===== src/rtl/bei_ram.sv =====
`timescale 1ns / 1ps
module bei_ram #(
  parameter int unsigned Width = 8,
  parameter int unsigned Depth = 16
) (
  input  logic                     clk_i,
  input  logic                     we_i,
  input  logic [$clog2(Depth)-1:0] waddr_i,
  input  logic [Width-1:0]         wdata_i,
  input  logic [$clog2(Depth)-1:0] raddr_i,
  output logic [Width-1:0]         rdata_o
);
  logic [Width-1:0] mem_q [Depth];

  always_ff @(posedge clk_i) begin
    if (we_i) mem_q[waddr_i] <= wdata_i;
    rdata_o <= mem_q[raddr_i];
  end
endmodule


===== config.mk =====
export PLATFORM = sky130hd
export DESIGN_NAME = bei_ram
export DESIGN_NICKNAME = d
export VERILOG_FILES = /design/src/rtl/bei_ram.sv
export SDC_FILE = /design/constraint.sdc
export NUM_CORES = 1
export LEC_CHECK = 0
export ABC_AREA = 1
export BUFFER_PORTS_ARGS = -buffer_cell sky130_fd_sc_hd__buf_2
export CAP_MARGIN = 20
export CORE_UTILIZATION = 38
export DETAILED_ROUTE_END_ITERATION = 10
export GPL_TIMING_DRIVEN = 0
export PLACE_DENSITY = 0.55
export SLEW_MARGIN = 20
export SYNTH_ARGS = -nofsm -noshare
export SYNTH_HDL_FRONTEND = slang
export SYNTH_SLANG_ARGS = --single-unit

===== constraint.sdc =====
create_clock -name clk_i -period 1.04 [get_ports clk_i]
set_input_delay 0.104 -clock clk_i [delete_from_list [all_inputs] [get_ports clk_i]]
set_output_delay 0.104 -clock clk_i [all_outputs]
set_load 0.1 [all_outputs]

# ---- Word-level counts from Yosys, hierarchy flattened
# Memory sizes are Yosys's and may differ from the RTL's. A register that Yosys moved wholly into a read port is not among the register bits.
# Cells that the tools add are included.
dict set report totals {
  reg_bits 0
  latch_bits 0
  mem_bits_rw 128
  rom_bits 0
  in_bits 18
  out_inout_bits 8
  wordCells 3
  n_memories 1
}
# name depth width read_ports rd_clocked_by_memory_dff write_ports line
set memory_table {}
lappend memory_table {mem_q 16 8 1 1 1 13} ;# logic [Width-1:0] mem_q [Depth];
dict set report classes {
  addsub 0
  mul 0
  n_div 0
  order_cmp 0
  eq_ne 0
  shift 0
  n_mux 2
  bitwise_logic 0
  reduce_logical 0
}
# operator n
set op_table {}
lappend op_table {{2-to-1 mux 1 bit} 2}

# ---- Logic depth before layout (Yosys ltp)
dict set report depth {
  word_depth 2
  depth_mapped 8
  mapped_depth_nobuf 7
}

# ---- Worst setup path after synthesis
# No wires, ideal clock.
dict set report synth_path {
  path_kind {input to register}
  from {input port waddr_i[3]}
  to {memory mem_q[4][0], enable pin}
  arrival_time_ns 0.685
  path_slack_ns -0.015
  path_stages 2
  path_cell_list {nand3b_1 > nor2_1}
}
# item line
set synth_rtl {}
lappend synth_rtl {{start, declared} 8} ;# input logic [$clog2(Depth)-1:0] waddr_i,
lappend synth_rtl {{end, declared} 13}
# Straight into the memory's write port.

# ---- Final worst setup path
dict set report layout_path {
  from {input port waddr_i[3]}
  to {memory mem_q[7][7], enable pin}
}
# Straight into the memory's write port.

==> run metrics <==
Area contributors post-synth edfxtp_1, nand2_1, nand3_1; GR Util All Layers 19.5%; CP required 1.08 ns; uppermost layer routed met4; max_cap viols 0; Slew Viols, Final 0; DRC 2; die area 0.0157 mm²; # setup viols final 16; IO Port Bufs 22; vias 3,837; clock-pin transition on the worst setup and hold timing paths 0.05 ns; failing checks DRC, setup timing; Crit Path Category primary input to flip-flop; RD Place Congestion 0.833; crit share post-route 115%; layout cell share with drive strength beyond 1 16.9%; Fin. Hold Viols 0; grt ovf 0; WL met1 6500 µm; Synth Instances 551; vias in the first global route 3,566; maximum clock rate 837 MHz; CP max stage delay 0.76 ns; initial antenna violation count 0; crit end category flip-flop; Final Non-Filler Cells 789; area grow syn2layout 18.2%; slowest cell on the critical path nor2_1; Num CTS Buffers 17; HP Class primary input to flip-flop; CTS tree built; Main synth FF type edfxtp_1; first-pass GRT wire length 21,700 µm; peak supply drop 1.13 mV; post-DP HPWL 9290 µm; cts hold-fix bufs 0; 1st-iter DRT viols 335; WP buf/inv 1; CP Cell Sequence buf_2 -> nand3b_1 -> nor2_1; minimum clock period 1.19 ns; WL met3 908 µm; DRT Wirelength 14,200 µm; max_slew headroom 37.0%; leakage power 2.91 nW; CP top delay family simple AND/OR/NAND/NOR gates; core area 0.0146 mm²; largest net degree at the start of global routing 17; WL/cell 18.0 µm; row count 44; cell area after synthesis 0.00577 mm²; PwrDens 1830 mW/mm²; status finished, violations left; Yosys cell types 12; synth warn 0; vias per cell 4.86; Fillers 1,384; root buffer cell clkbuf_16; Syn Nets 569; Nets 610; critical path arrival 1.24 ns; Die X-Extent 125 µm; Yosys top cell area share 66.7%; I/O Pins 26; TritonRoute pass-1 iters 8; WL met2 6540 µm; clock buffer depth 2; Startpoint Class primary input; Antenna Nets Post-Route 0; DIE HEIGHT 125 µm; Cells after DPL 757; Initial Utilization 39.4%; Storage cell area 0.00401 mm²; multi-input logic area 0.00129 mm²; RSZ-0062 raised after global routing yes; TritonCTS Sinks 136; clk_skew 0.00760 ns; H-tree depth 4; Post-Route Utilization 46.5%; clk_lat worst skew 0.42 ns; Worst Path Max Fanout 8; most frequent cells after synthesis nand2_1, edfxtp_1, inv_1; FFs w/ async S/R, synth 0%; # diodes 0; Seq/Total Area, Yosys 69.4%; most frequent cell after synthesis nand2_1; actual slew at the worst max-slew pin 0.941 ns; register bit total from synthesis 136; final setup margin -0.154 ns; number of synthesized flops with an enable pin 128; Synth area leader edfxtp_1; Syn Area/Cell 10.5 µm²; dpl ws -0.583 ns
-- where the power goes --
part | switching, W | internal, W | leakage [nW] | total [W]
clock network | 0.00212 | 0.00297 | 0.237 | 0.00509
registers | 0.0000504 | 0.00614 | 1.22 | 0.00619
logic | 0.000834 | 0.000354 | 1.45 | 0.00119
total | 0.00301 | 0.00946 | 2.91 | 0.0125
-- state kept, by name, indices dropped and copies added (netlist names) --
register,count
rdata_o,8
mem_q,128
-- area by class of cell --
class                   instances  area share, %
plain buffers                  24           2.44
flip-flops and latches        136           58.9
clock buffers                  20           6.41
well taps                     184           3.38
repair buffers                 22           3.38
clock inverters                12          0.900
inverters                     102           5.62
multi-input cells             289           19.0
-- metal layers --
| layer | up-vias | global-route usage (%) |
|---|---|---|
| met5 | - | 0 |
| met4 | 0 | 7.32 |
| met3 | 21 | 5.26 |
| met2 | 126 | 29.2 |
| met1 | 1829 | 27.2 |
| li1 | 1861 | - |
-- worst register-to-register path, stage by stage (launching register included) --
cell and delay, ns:
edfxtp_1 0.36, nand2_1 0.07, nand2_1 0.06, nand2_1 0.11, nand3_1 0.09, nand3_1 0.09
nand2_1 0.09
-- kinds of logic (layout without fill, tap and decap cells) --
kind of cell	after synthesis	in the layout	share of synthesized area (%)
AND/OR/NAND/NOR	289	289	21.0
buffers and inverters	126	180	9.52
flip-flops	136	136	69.4
-- worst paths after layout --
kind	startpoint	end	slack, ns	cells past startpoint
max	waddr_i[3]	mem_q[7][7]	-0.15	3
min	wdata_i[2]	mem_q[6][2]	0.09	1
max reg2reg	mem_q[15][4]	rdata_o[4]	0.04	6
min reg2reg	mem_q[2][2]	rdata_o[2]	0.71	6
-- timing repair --
action                                 in CTS  in global routing
setup endpoints to repair                  80                 72
endpoints found under the hold margin       0                  0
resized for setup                          46                 17
pin swaps                                   0                  2
setup buffers                               0                  0
-- cells in the final DEF, fill, tap and decap left out, types with 4 or more instances in the layout --
master and n:
buf_4 4, clkbuf_16 17, edfxtp_1 128, buf_2 27, nand3_2 9, nand3_1 88
buf_6 6, clkinv_1 5, nor2_2 13, buf_12 8, dfxtp_2 8, nor2_1 4
nand2_1 172, clkinv_2 4, inv_1 100
-- per-stage QoR --
step | instance area, µm² | hold WS, ns | TNS, ns | total power (W)
6_report | 6820 | 0.0928 | -2.15 | 0.0125
5_1_grt | 6820 | 0.0948 | -3.10 | 0.0128
4_1_cts | 6750 | 0.0845 | -3.02 | 0.0125
3_5_place_dp | 6110 | 0.530 | -60.66 | 0.00733
3_3_place_gp | 6110 | 0.521 | -56.98 | 0.00731
2_1_floorplan | 5770 | 0.203 | -0.950 | 0.00696
Note: power is estimated with default switching activity, not from simulation.
