`config.mk`:
```
export PLATFORM = sky130hd
export DESIGN_NAME = bei_div
export DESIGN_NICKNAME = d
export VERILOG_FILES = /design/src/rtl/bei_pkg.sv /design/src/rtl/bei_div.sv
export SDC_FILE = /design/constraint.sdc
export NUM_CORES = 1
export LEC_CHECK = 0
export BUFFER_PORTS_ARGS = -buffer_cell sky130_fd_sc_hd__clkbuf_2
export CORE_UTILIZATION = 50
export CTS_CLUSTER_SIZE = 30
export DETAILED_ROUTE_END_ITERATION = 6
export GPL_TIMING_DRIVEN = 0
export PLACE_DENSITY = 0.83
export SYNTH_ARGS = -nofsm -noshare
export SYNTH_HDL_FRONTEND = slang
export SYNTH_SLANG_ARGS = --single-unit
```
`constraint.sdc`:
```
create_clock -name clk_i -period 3.4 [get_ports clk_i]
set_input_delay 1.02 -clock clk_i [delete_from_list [all_inputs] [get_ports clk_i]]
set_output_delay 1.02 -clock clk_i [all_outputs]
set_load 0.02 [all_outputs]
```
`src/rtl/bei_pkg.sv`:
```
`timescale 1ns / 1ps
package bei_pkg;
  localparam int unsigned MaxPoints = 64;
  localparam int unsigned IdxW = $clog2(MaxPoints);
  localparam int unsigned CntW = $clog2(MaxPoints + 1);
  localparam int unsigned TickW = 32;
  localparam int unsigned LevelW = 24;
  localparam int unsigned EntryW = TickW + LevelW;

  localparam logic [2:0] StOk       = 3'd0;
  localparam logic [2:0] StEmpty    = 3'd1;
  localparam logic [2:0] StInserted = 3'd2;
  localparam logic [2:0] StReplaced = 3'd3;
  localparam logic [2:0] StFull     = 3'd4;

  localparam logic OpInsert = 1'b0;
  localparam logic OpQuery  = 1'b1;

  typedef struct packed {
    logic                     op;
    logic [TickW-1:0]         tick;
    logic signed [LevelW-1:0] level;
  } bei_in_t;

  typedef struct packed {
    logic signed [LevelW-1:0] envelope;
    logic [2:0]               status;
  } bei_out_t;
endpackage

```
`src/rtl/bei_div.sv`:
```
`timescale 1ns / 1ps
// Restoring divider, unsigned 57/32 bit, one quotient bit a cycle.
module bei_div
  import bei_pkg::*;
(
  input  logic             clk_i,
  input  logic             rst_ni,
  input  logic             start_i,
  input  logic [56:0]      dividend_i,
  input  logic [TickW-1:0] divisor_i,
  output logic             done_o,
  output logic [56:0]      quot_o
);
  logic [56:0] quot_q, quot_d;
  logic [32:0] rem_q, rem_d;
  logic [TickW-1:0] dvs_q, dvs_d;
  logic [5:0]  cnt_q, cnt_d;
  logic        busy_q, busy_d;
  logic [33:0] trial;
  logic [32:0] shifted;

  assign shifted = {rem_q[31:0], quot_q[56]};
  assign trial   = {1'b0, shifted} - {2'b0, dvs_q};

  always_comb begin
    quot_d = quot_q;
    rem_d  = rem_q;
    dvs_d  = dvs_q;
    cnt_d  = cnt_q;
    busy_d = busy_q;
    if (start_i) begin
      quot_d = dividend_i;
      rem_d  = '0;
      dvs_d  = divisor_i;
      cnt_d  = 6'd56;
      busy_d = 1'b1;
    end else if (busy_q) begin
      if (!trial[33]) begin
        rem_d  = trial[32:0];
        quot_d = {quot_q[55:0], 1'b1};
      end else begin
        rem_d  = shifted;
        quot_d = {quot_q[55:0], 1'b0};
      end
      if (cnt_q == '0) busy_d = 1'b0;
      else cnt_d = cnt_q - 6'd1;
    end
  end

  always_ff @(posedge clk_i or negedge rst_ni) begin
    if (!rst_ni) begin
      busy_q <= 1'b0;
      cnt_q  <= '0;
    end else begin
      busy_q <= busy_d;
      cnt_q  <= cnt_d;
    end
  end

  always_ff @(posedge clk_i) begin
    quot_q <= quot_d;
    rem_q  <= rem_d;
    dvs_q  <= dvs_d;
  end

  assign done_o = busy_q && (cnt_q == '0);
  assign quot_o = {quot_d};
endmodule

```
Word level (Yosys, flattened, before mapping)

Index checks and enable logic that the tools add are counted.

Bits in latches: 0
Flip-flop bits (word level): 128
Memories kept: 0
Memory bits (read-only): 0
Bits of input ports: 92
Bits in writable memories: 0

Magnitude comparators: 0
Add/sub/neg operators: 2
Div/mod/pow operators: 0
Eq/ne operators: 1
Muxes and demuxes: 10
Bitwise operators: 0
Shifts and indexed selects: 0
Multiply operators: 0
Reductions and logical operators: 4

Operator list:

| kind                                                                | number |
|---|---|
| 57-bit two-way mux                                                  | 2 |
| 33-bit by 32-bit subtractor with 34-bit output                      | 1 |
| 32-bit two-way mux                                                  | 1 |
| 6-bit two-way mux                                                   | 3 |
| 6-bit zero test                                                     | 1 |
| 6-bit by 1-bit subtractor with 6-bit output (second input constant) | 1 |
| 1-bit two-way mux                                                   | 4 |
| 2-bit != test (second input constant)                               | 1 |
| 2-bit AND reduction                                                 | 1 |
| 2-bit nonzero test                                                  | 1 |
| 1-bit logical AND                                                   | 1 |

Longest topological paths before layout

Gate-level depths: netlist of run 1.

Depth after elaboration: 4
Gate-level depth with buffers: 12

Worst setup path before layout of run 1

No wires, ideal clock.

Path kind: register to output
Start point: reg dvs_q[22]
End point: out quot_o[0]
Setup slack: 0.037 ns
Required time: 2.380 ns
Arrival time: 2.343 ns
Stages on the path, launching flop included: 13
Cell sequence: edfxtp_1 -> inv_1 -> ha_1 -> clkbuf_2 -> nand4_1 -> nor2_1 -> a21oi_1 -> a21bo_1 -> a41oi_2 -> a21boi_4 -> buf_4 -> a211oi_1 -> a21o_1

Longest elaborated chain between the ends: 4

RTL lines:

| what                                           | line          | source |
|---|---|---|
| start: declaration                             | bei_div.sv:16 | `logic [TickW-1:0] dvs_q, dvs_d;` |
| start signal: assignment                       | bei_div.sv:63 | `dvs_q <= dvs_d;` |
| 33-bit by 32-bit subtractor with 34-bit output | bei_div.sv:23 | `assign trial = {1'b0, shifted} - {2'b0, dvs_q};` |
| 1-bit two-way mux                              | bei_div.sv:38 | `if (!trial[33]) begin` |
| 57-bit two-way mux                             | bei_div.sv:37 | `end else if (busy_q) begin` |
| 57-bit two-way mux                             | bei_div.sv:31 | `if (start_i) begin` |
| end: declaration                               | bei_div.sv:12 | `output logic [56:0] quot_o` |

Every way passes these cells.

Worst setup path after layout of run 1

Start point: reg dvs_q[14]
End point: out quot_o[0]

The elaborated chain is that of the path after synthesis.

==> results.ini, run 1 <==
[synth]
ys_types = 69
synth_area_um2 = 7040
synthMostInstantiatedCell = sky130_fd_sc_hd__nand2_1
synth-edff-count = 32
synth_top_cell_by_area = sky130_fd_sc_hd__dfxtp_1
mean_syn_cell_area_um2 = 9.17
synthesis.instances = 768
post_synth_most_frequent_cells = 93 x sky130_fd_sc_hd__nand2_1, 89 x sky130_fd_sc_hd__dfxtp_1, 75 x sky130_fd_sc_hd__mux2i_1
synth_top_cells_by_area = sky130_fd_sc_hd__dfxtp_1 25%, sky130_fd_sc_hd__edfxtp_1 14%, sky130_fd_sc_hd__mux2i_1 11%
postSynth.asyncResetShare_pct = 5.47
synth_warn = 0
postSynthRegisterBits = 128
yosys_most_used_dff = sky130_fd_sc_hd__dfxtp_1
yosysTopAreaCellShare_pct = 25.3
synth_nets = 895
synth_seq_area_share_pct = 41.5

[global_route]
grt_pass1_vias = 6344
grt_pass1_wl_um = 31200
grt_usage_pct = 27.4
grt_antenna_before_repair = 0
globalRoute.totalOverflow = 0
grt_max_degree = 39

[sta]
timing_worst_slew_pin_value_ps = 720
layout_setup_ws_ps = -429
post-route-min-period_ps = 3830
layout_worst_path_cycle_share_pct = 113
number_of_hold_violations_in_the_final_report = 0
finClkSkew_ps = 7.44
setup_viol = 1
whs_ps = 431
rsz0062_at_grt = yes
relSlewSlack_pct = 52.0
f_max_mhz = 261
final-max-slew-violation-count = 0

[power_and_ir_drop]
worst_ir_drop_on_vdd_mv = 0.377
cellPowerDensity_nw_per_um2 = 718
p_leak_nw = 4.53

[outcome]
result_of_the_run = complete, but fails checks
violations = negative setup slack

[die]
top_level_ports = 150
chipHeight_um = 121
initial_utilization_pct = 52.1
die_area_um2 = 14600
floorplan.rows = 42
core_area_um2 = 13500
die-width_um = 121

[placed_design]
place.detailed.instances = 1093
place.gp.congestion = 0.921
port_buffers = 149
place_hpwl_um = 13300

[route]
wl_um = 20000
routed_wire_length_per_instance_um = 17.6
drt_pre_antenna_iters = 6
drt.antenna.violating_nets = 0
vias_cell = 5.85
initialDrtViolationCount = 478
drc_errors = 0
routed-via-count = 6626

[cts]
ctsLongestPathBuffers = 2
tritoncts = done
clk_root_buffer_cell = sky130_fd_sc_hd__clkbuf_16
htreeDepth = 4
numCtsBuffers = 17
cts_hold_buf = 0
clock_sink_count = 128
worst_setup_hold_path_clk_slew_ps = 50
worst_skew_pair.late_latency_ps = 420

[critical_path]
regToRegEndpoint = rem_q[28]
critical_path.top_delay_family = compound AO/OA/AOI/OAI gates
startpoint_type = flip-flop
setup.worst_path.start = dvs_q[14]
regToRegStartpoint = quot_q[56]
rr_worst_depth = 12
cp_slowest_stage_delay_ps = 390
reg2reg_setup_slack_ps = 260
critPathKind = flip-flop to output port
cp.buffers_inverters = 3
crit_path_cell_trace = inv_1, ha_1, clkbuf_4, a21oi_4, o21ai_2, a21oi_2, a21bo_1, a41oi_2, a21boi_4, a211oi_2, a21o_1, buf_8
crit_fanout = 7
slowest_library_cell_on_the_worst_path = sky130_fd_sc_hd__edfxtp_1
worst_ep_arrival_time_ps = 2810
endpoint_kind = output port
worst_endpoint_required_time_ps = 2380
cp-endpoint = quot_o[0]
timing.critical_path.depth = 12

[finish]
drive_gt1_share_pct = 26.0
diodes = 0
layout.cells.non_filler = 1132
finalNetCount = 1070
layout.filler_cells = 1067
areaGrowthSynthToFinish_pct = 26.2

[job]
max_capacitance_violation_count = 0

[hold_path]
min-delay-path-class = input port to async pin

## layout by cell type (no fill, tap or decap), types with 10 or more instances in the layout
| master | count |
|---|---|
| sky130_fd_sc_hd__clkbuf_2 | 153 |
| sky130_fd_sc_hd__nand2_1 | 92 |
| sky130_fd_sc_hd__dfxtp_1 | 88 |
| sky130_fd_sc_hd__mux2i_1 | 75 |
| sky130_fd_sc_hd__o21ai_0 | 64 |
| sky130_fd_sc_hd__inv_1 | 44 |
| sky130_fd_sc_hd__nor2_1 | 38 |
| sky130_fd_sc_hd__edfxtp_1 | 32 |
| sky130_fd_sc_hd__ha_1 | 29 |
| sky130_fd_sc_hd__a21oi_1 | 26 |
| sky130_fd_sc_hd__a211oi_1 | 23 |
| sky130_fd_sc_hd__clkbuf_16 | 18 |
| sky130_fd_sc_hd__clkbuf_1 | 17 |
| sky130_fd_sc_hd__a21o_1 | 16 |
| sky130_fd_sc_hd__buf_4 | 16 |
| sky130_fd_sc_hd__xor2_1 | 14 |
| sky130_fd_sc_hd__xnor2_1 | 12 |
| sky130_fd_sc_hd__nand3_1 | 10 |
| sky130_fd_sc_hd__nor3_1 | 10 |
## worst min path at each step
stage / from / to / slack, ps
finish: rst_ni / cnt_q[3] / 430
global route: rst_ni / cnt_q[0] / 440
CTS: rst_ni / cnt_q[4] / 420
detailed placement: rem_q[31] / rem_q[31] / 470
global placement: rem_q[31] / rem_q[31] / 460
floorplan: rem_q[31] / rem_q[31] / 450
## per-layer routing
| metal | GRT usage [%] | wire, um |
|---|---|---|
| met1 | 32.6 | 7880 |
| met2 | 47.2 | 9800 |
| met3 | 6.37 | 1600 |
| met4 | 11.8 | 691 |
| met5 | 0 | 0 |
## kinds of logic after synthesis
kind of cell,share of synthesized area (%)
adder cells (fa/ha/maj),6.33
AO/OA/AOI/OAI,19.7
buffers and inverters,5.37
XOR/XNOR,3.24
multiplexers,10.8
AND/OR/NAND/NOR,13.1
flip-flops,41.5
## report_power, final
part | switching (W) | total [W] | internal [W]
clock | 0.000663 | 0.00188 | 0.00122
sequential | 0.000193 | 0.00201 | 0.00182
combinational | 0.00142 | 0.00249 | 0.00107
total | 0.00228 | 0.00638 | 0.00411
## cell type report
type,count,area [um^2],area share (%)
Tap cell,176,220,2.48
Clock inverter,12,166,1.87
Buffer,37,201,2.27
Clock buffer,20,437,4.91
Sequential cell,128,2920,32.8
Inverter,48,180,2.03
Timing Repair Buffer,164,888,10.0
Multi-Input combinational cell,547,3870,43.6
## stage by stage
stage	TNS (ps)	total power [W]	util [%]	setup slack (ps)	instance area, um^2
2_1_floorplan	0	0.00368	-	36.6	7040
3_3_place_gp	-45280	0.00416	59.3	-1010	8010
3_5_place_dp	-48540	0.00421	59.3	-1040	8010
4_1_cts	-417	0.00622	65.2	-417	8800
5_1_grt	-524	0.00670	65.8	-524	8890
6_report	-429	0.00638	65.8	-429	8890
## sequential cells by signal, summed over array words and instances (netlist names)
| register | flops |
|---|---|
| dvs_q | 32 |
| busy_q | 1 |
| rem_q | 32 |
| cnt_q | 6 |
| quot_q | 57 |
## timing repair
| action | in CTS | in global routing |
|---|---|---|
| hold endpoints to repair | 0 | 0 |
| pin swaps | 13 | 16 |
| gates cloned | 0 | 0 |
| setup endpoints to repair | 57 | 9 |
| gates resized for setup | 40 | 24 |
| buffers inserted | 9 | 6 |
No activity file was read; power rests on OpenSTA's default activity.
==> inputs of run 2 (changes only) <==
Settings changed: CAP_MARGIN from default to 40, CORE_UTILIZATION 50 to 46, PLACE_DENSITY 0.83 to 0.78.
==> run 2 against run 1 <==
Compared with the run above:
- the flow still finishes with violations (negative setup slack)
- highest routed layer unchanged
- cell area increased by 3.2%
- first-iteration DRC count rose by 1.0%
- sequential power is essentially flat
- largest cell class unchanged
==> results.ini, run 2 (synthesized netlist as in run 1, its figures left out) <==
[route]
routed_wire_length_per_instance_um = 16.6  ; -6.1%
initialDrtViolationCount = 483  ; +1.0%
drt.antenna.violating_nets = 0  ; unchanged
wl_um = 19200  ; -3.8%
vias_cell = 5.61  ; -4.1%
routed-via-count = 6512  ; -1.7%
drc_errors = 0  ; unchanged
drt_pre_antenna_iters = 5  ; -1

[die]
chipHeight_um = 126  ; +4.2%
initial_utilization_pct = 47.7  ; -4.4 points
floorplan.rows = 44  ; +4.8%
top_level_ports = 150  ; unchanged
core_area_um2 = 14800  ; +9.2%
die-width_um = 126  ; +4.2%
die_area_um2 = 15800  ; +8.6%

[finish]
areaGrowthSynthToFinish_pct = 30.2
layout.filler_cells = 1202  ; +13%
largest_reg_flops = 57  ; unchanged
diodes = 0  ; unchanged
layout.cells.most_common = sky130_fd_sc_hd__clkbuf_2
drive_gt1_share_pct = 29.0  ; +2.9 points
finalNetCount = 1090  ; +1.9%
final_cell_mix = 148 x sky130_fd_sc_hd__clkbuf_2, 92 x sky130_fd_sc_hd__nand2_1, 89 x sky130_fd_sc_hd__dfxtp_1
largest_register = quot_q
biggestRegsByFlops = quot_q (57), dvs_q (32), rem_q (32)

[critical_path]
worst_endpoint_required_time_ps = 2380  ; about the same
worst_ep_arrival_time_ps = 2790  ; -20 ps
regToRegEndpoint = rem_q[27]
regToRegStartpoint = dvs_q[20]
endpoint_kind = output port
reg2reg_setup_slack_ps = 80  ; -180 ps
rr_worst_depth = 16  ; +4
startpoint_type = flip-flop
critPathKind = flip-flop to output port
crit_fanout = 4  ; -3

[sta]
layout_worst_path_cycle_share_pct = 112  ; -0.42 points
number_of_hold_violations_in_the_final_report = 0  ; unchanged
rsz0062_at_grt = yes
timing_worst_slew_pin_value_ps = 656  ; -63.8 ps
post-route-min-period_ps = 3810  ; -14.4 ps
whs_ps = 428  ; -2.99 ps
finClkSkew_ps = 9.36  ; +1.92 ps
relSlewSlack_pct = 56.2  ; +4.3 points
fin_setup_tns_ps = -415  ; +14.4 ps
layout_setup_ws_ps = -415  ; +14.4 ps
final-max-slew-violation-count = 0  ; unchanged
setup_viol = 1  ; unchanged
f_max_mhz = 262  ; +0.38%

[power_and_ir_drop]
power.clock.fraction_pct = 26.1  ; -3.4 points
cellPowerDensity_nw_per_um2 = 699  ; -2.7%
p_leak_nw = 4.61  ; +1.7%
p_int_w = 0.00405  ; -1.5%
worst_ir_drop_on_vdd_mv = 0.407  ; +7.9%
switching_share_pct = 36.9  ; +1.2 points
sequential_power_share_pct = 31.5  ; about the same
power.combinational.fraction_pct = 42.4  ; +3.3 points
power.net_switching_w = 0.00236  ; +3.7%

[placed_design]
port_buffers = 149  ; unchanged
place.gp.congestion = 0.879  ; -4.6%
place_hpwl_um = 13300  ; about the same

[outcome]
result_of_the_run = complete, but fails checks
violations = negative setup slack

[cts]
htreeDepth = 4  ; unchanged
numCtsBuffers = 17  ; unchanged
cts_hold_buf = 0  ; unchanged
tritoncts = done
worst_setup_hold_path_clk_slew_ps = 60  ; about the same
clk_root_buffer_cell = sky130_fd_sc_hd__clkbuf_16
worst_skew_pair.late_latency_ps = 420  ; about the same
clock_sink_count = 128  ; unchanged
ctsLongestPathBuffers = 2  ; unchanged

[job]
max_capacitance_violation_count = 0  ; unchanged

[global_route]
grt_pass1_vias = 6137  ; -3.3%
grt_antenna_before_repair = 0  ; unchanged
grt_usage_pct = 24.3  ; -3.2 points
grt_max_degree = 21  ; -46%
globalRoute.totalOverflow = 0  ; unchanged
grt_pass1_wl_um = 30500  ; -2.2%

[hold_path]
min-delay-path-class = input port to async pin

-- run 2: critical path, stage by stage (launching register included) --
cell and delay [ps]:
sky130_fd_sc_hd__edfxtp_1 360, sky130_fd_sc_hd__inv_1 80, sky130_fd_sc_hd__ha_1 280, sky130_fd_sc_hd__o211ai_1 200, sky130_fd_sc_hd__a21o_1 240, sky130_fd_sc_hd__a21oi_4 110, sky130_fd_sc_hd__o21ai_2 190, sky130_fd_sc_hd__a41oi_2 190
sky130_fd_sc_hd__a21boi_4 280, sky130_fd_sc_hd__a211oi_2 100, sky130_fd_sc_hd__a21o_1 200, sky130_fd_sc_hd__clkbuf_8 160
-- run 2: power by group through the flow --
stage | Combinational [W] | Sequential [W] | Clock [W]
4_1_cts | 0.00241 | 0.00199 | 0.00169
3_3_place_gp | 0.00217 | 0.00201 | 0
3_5_place_dp | 0.00220 | 0.00202 | 0
5_1_grt | 0.00294 | 0.00205 | 0.00175
6_report | 0.00272 | 0.00202 | 0.00167
2_1_floorplan | 0.00172 | 0.00196 | 0
-- run 2: worst max-delay path by stage --
stage	slack (ps)	to	startpoint
after global placement	-900	quot_o[8]	start_i
after detailed placement	-800	quot_o[56]	start_i
final	-410	quot_o[0]	dvs_q[2]
after floorplan	40	quot_o[0]	dvs_q[22]
after global routing	-550	quot_o[0]	dvs_q[12]
after CTS	-460	quot_o[0]	dvs_q[22]
-- run 2: through the flow --
step | instances | total power [W] | setup slack (ps) | area (um^2) | utilization, %
2_1_floorplan | 768 | 0.00368 | 36.6 | 7040 | -
3_3_place_gp | 1101 | 0.00418 | -902 | 8020 | 54.3
3_5_place_dp | 1102 | 0.00422 | -801 | 8040 | 54.5
4_1_cts | 1150 | 0.00609 | -460 | 8920 | 60.5
5_1_grt | 1160 | 0.00675 | -551 | 9170 | 62.1
6_report | 1160 | 0.00641 | -415 | 9170 | 62.1
-- run 2: final cells by class --
type	instances	area [um^2]	share of cell area (%)
clock inverter	10	80.1	0.874
sequential	128	2920	31.8
buffer	38	233	2.54
clock buffer	22	465	5.08
multi-input combinational	547	4020	43.8
timing repair buffer	183	1040	11.4
tap	184	230	2.51
inverter	48	180	1.97
-- run 2: routing by layer --
metal / routed length, um / part of all wire (%) / global-route usage (%) / vias up
met5: 0 / 0 / 0 / -
met4: 491 / 2.6 / 9.90 / 0
met3: 1720 / 8.9 / 6.12 / 45
met2: 9110 / 47 / 40.0 / 318
met1: 7890 / 41 / 30.3 / 2980
li1: - / - / - / 3169
-- run 2: timing repair --
| item | in CTS | in global routing |
|---|---|---|
| setup buffers | 20 | 17 |
| resized for setup | 58 | 43 |
| pin swaps | 22 | 24 |
| setup endpoints to repair | 57 | 12 |
| endpoints found under the hold margin | 0 | 0 |
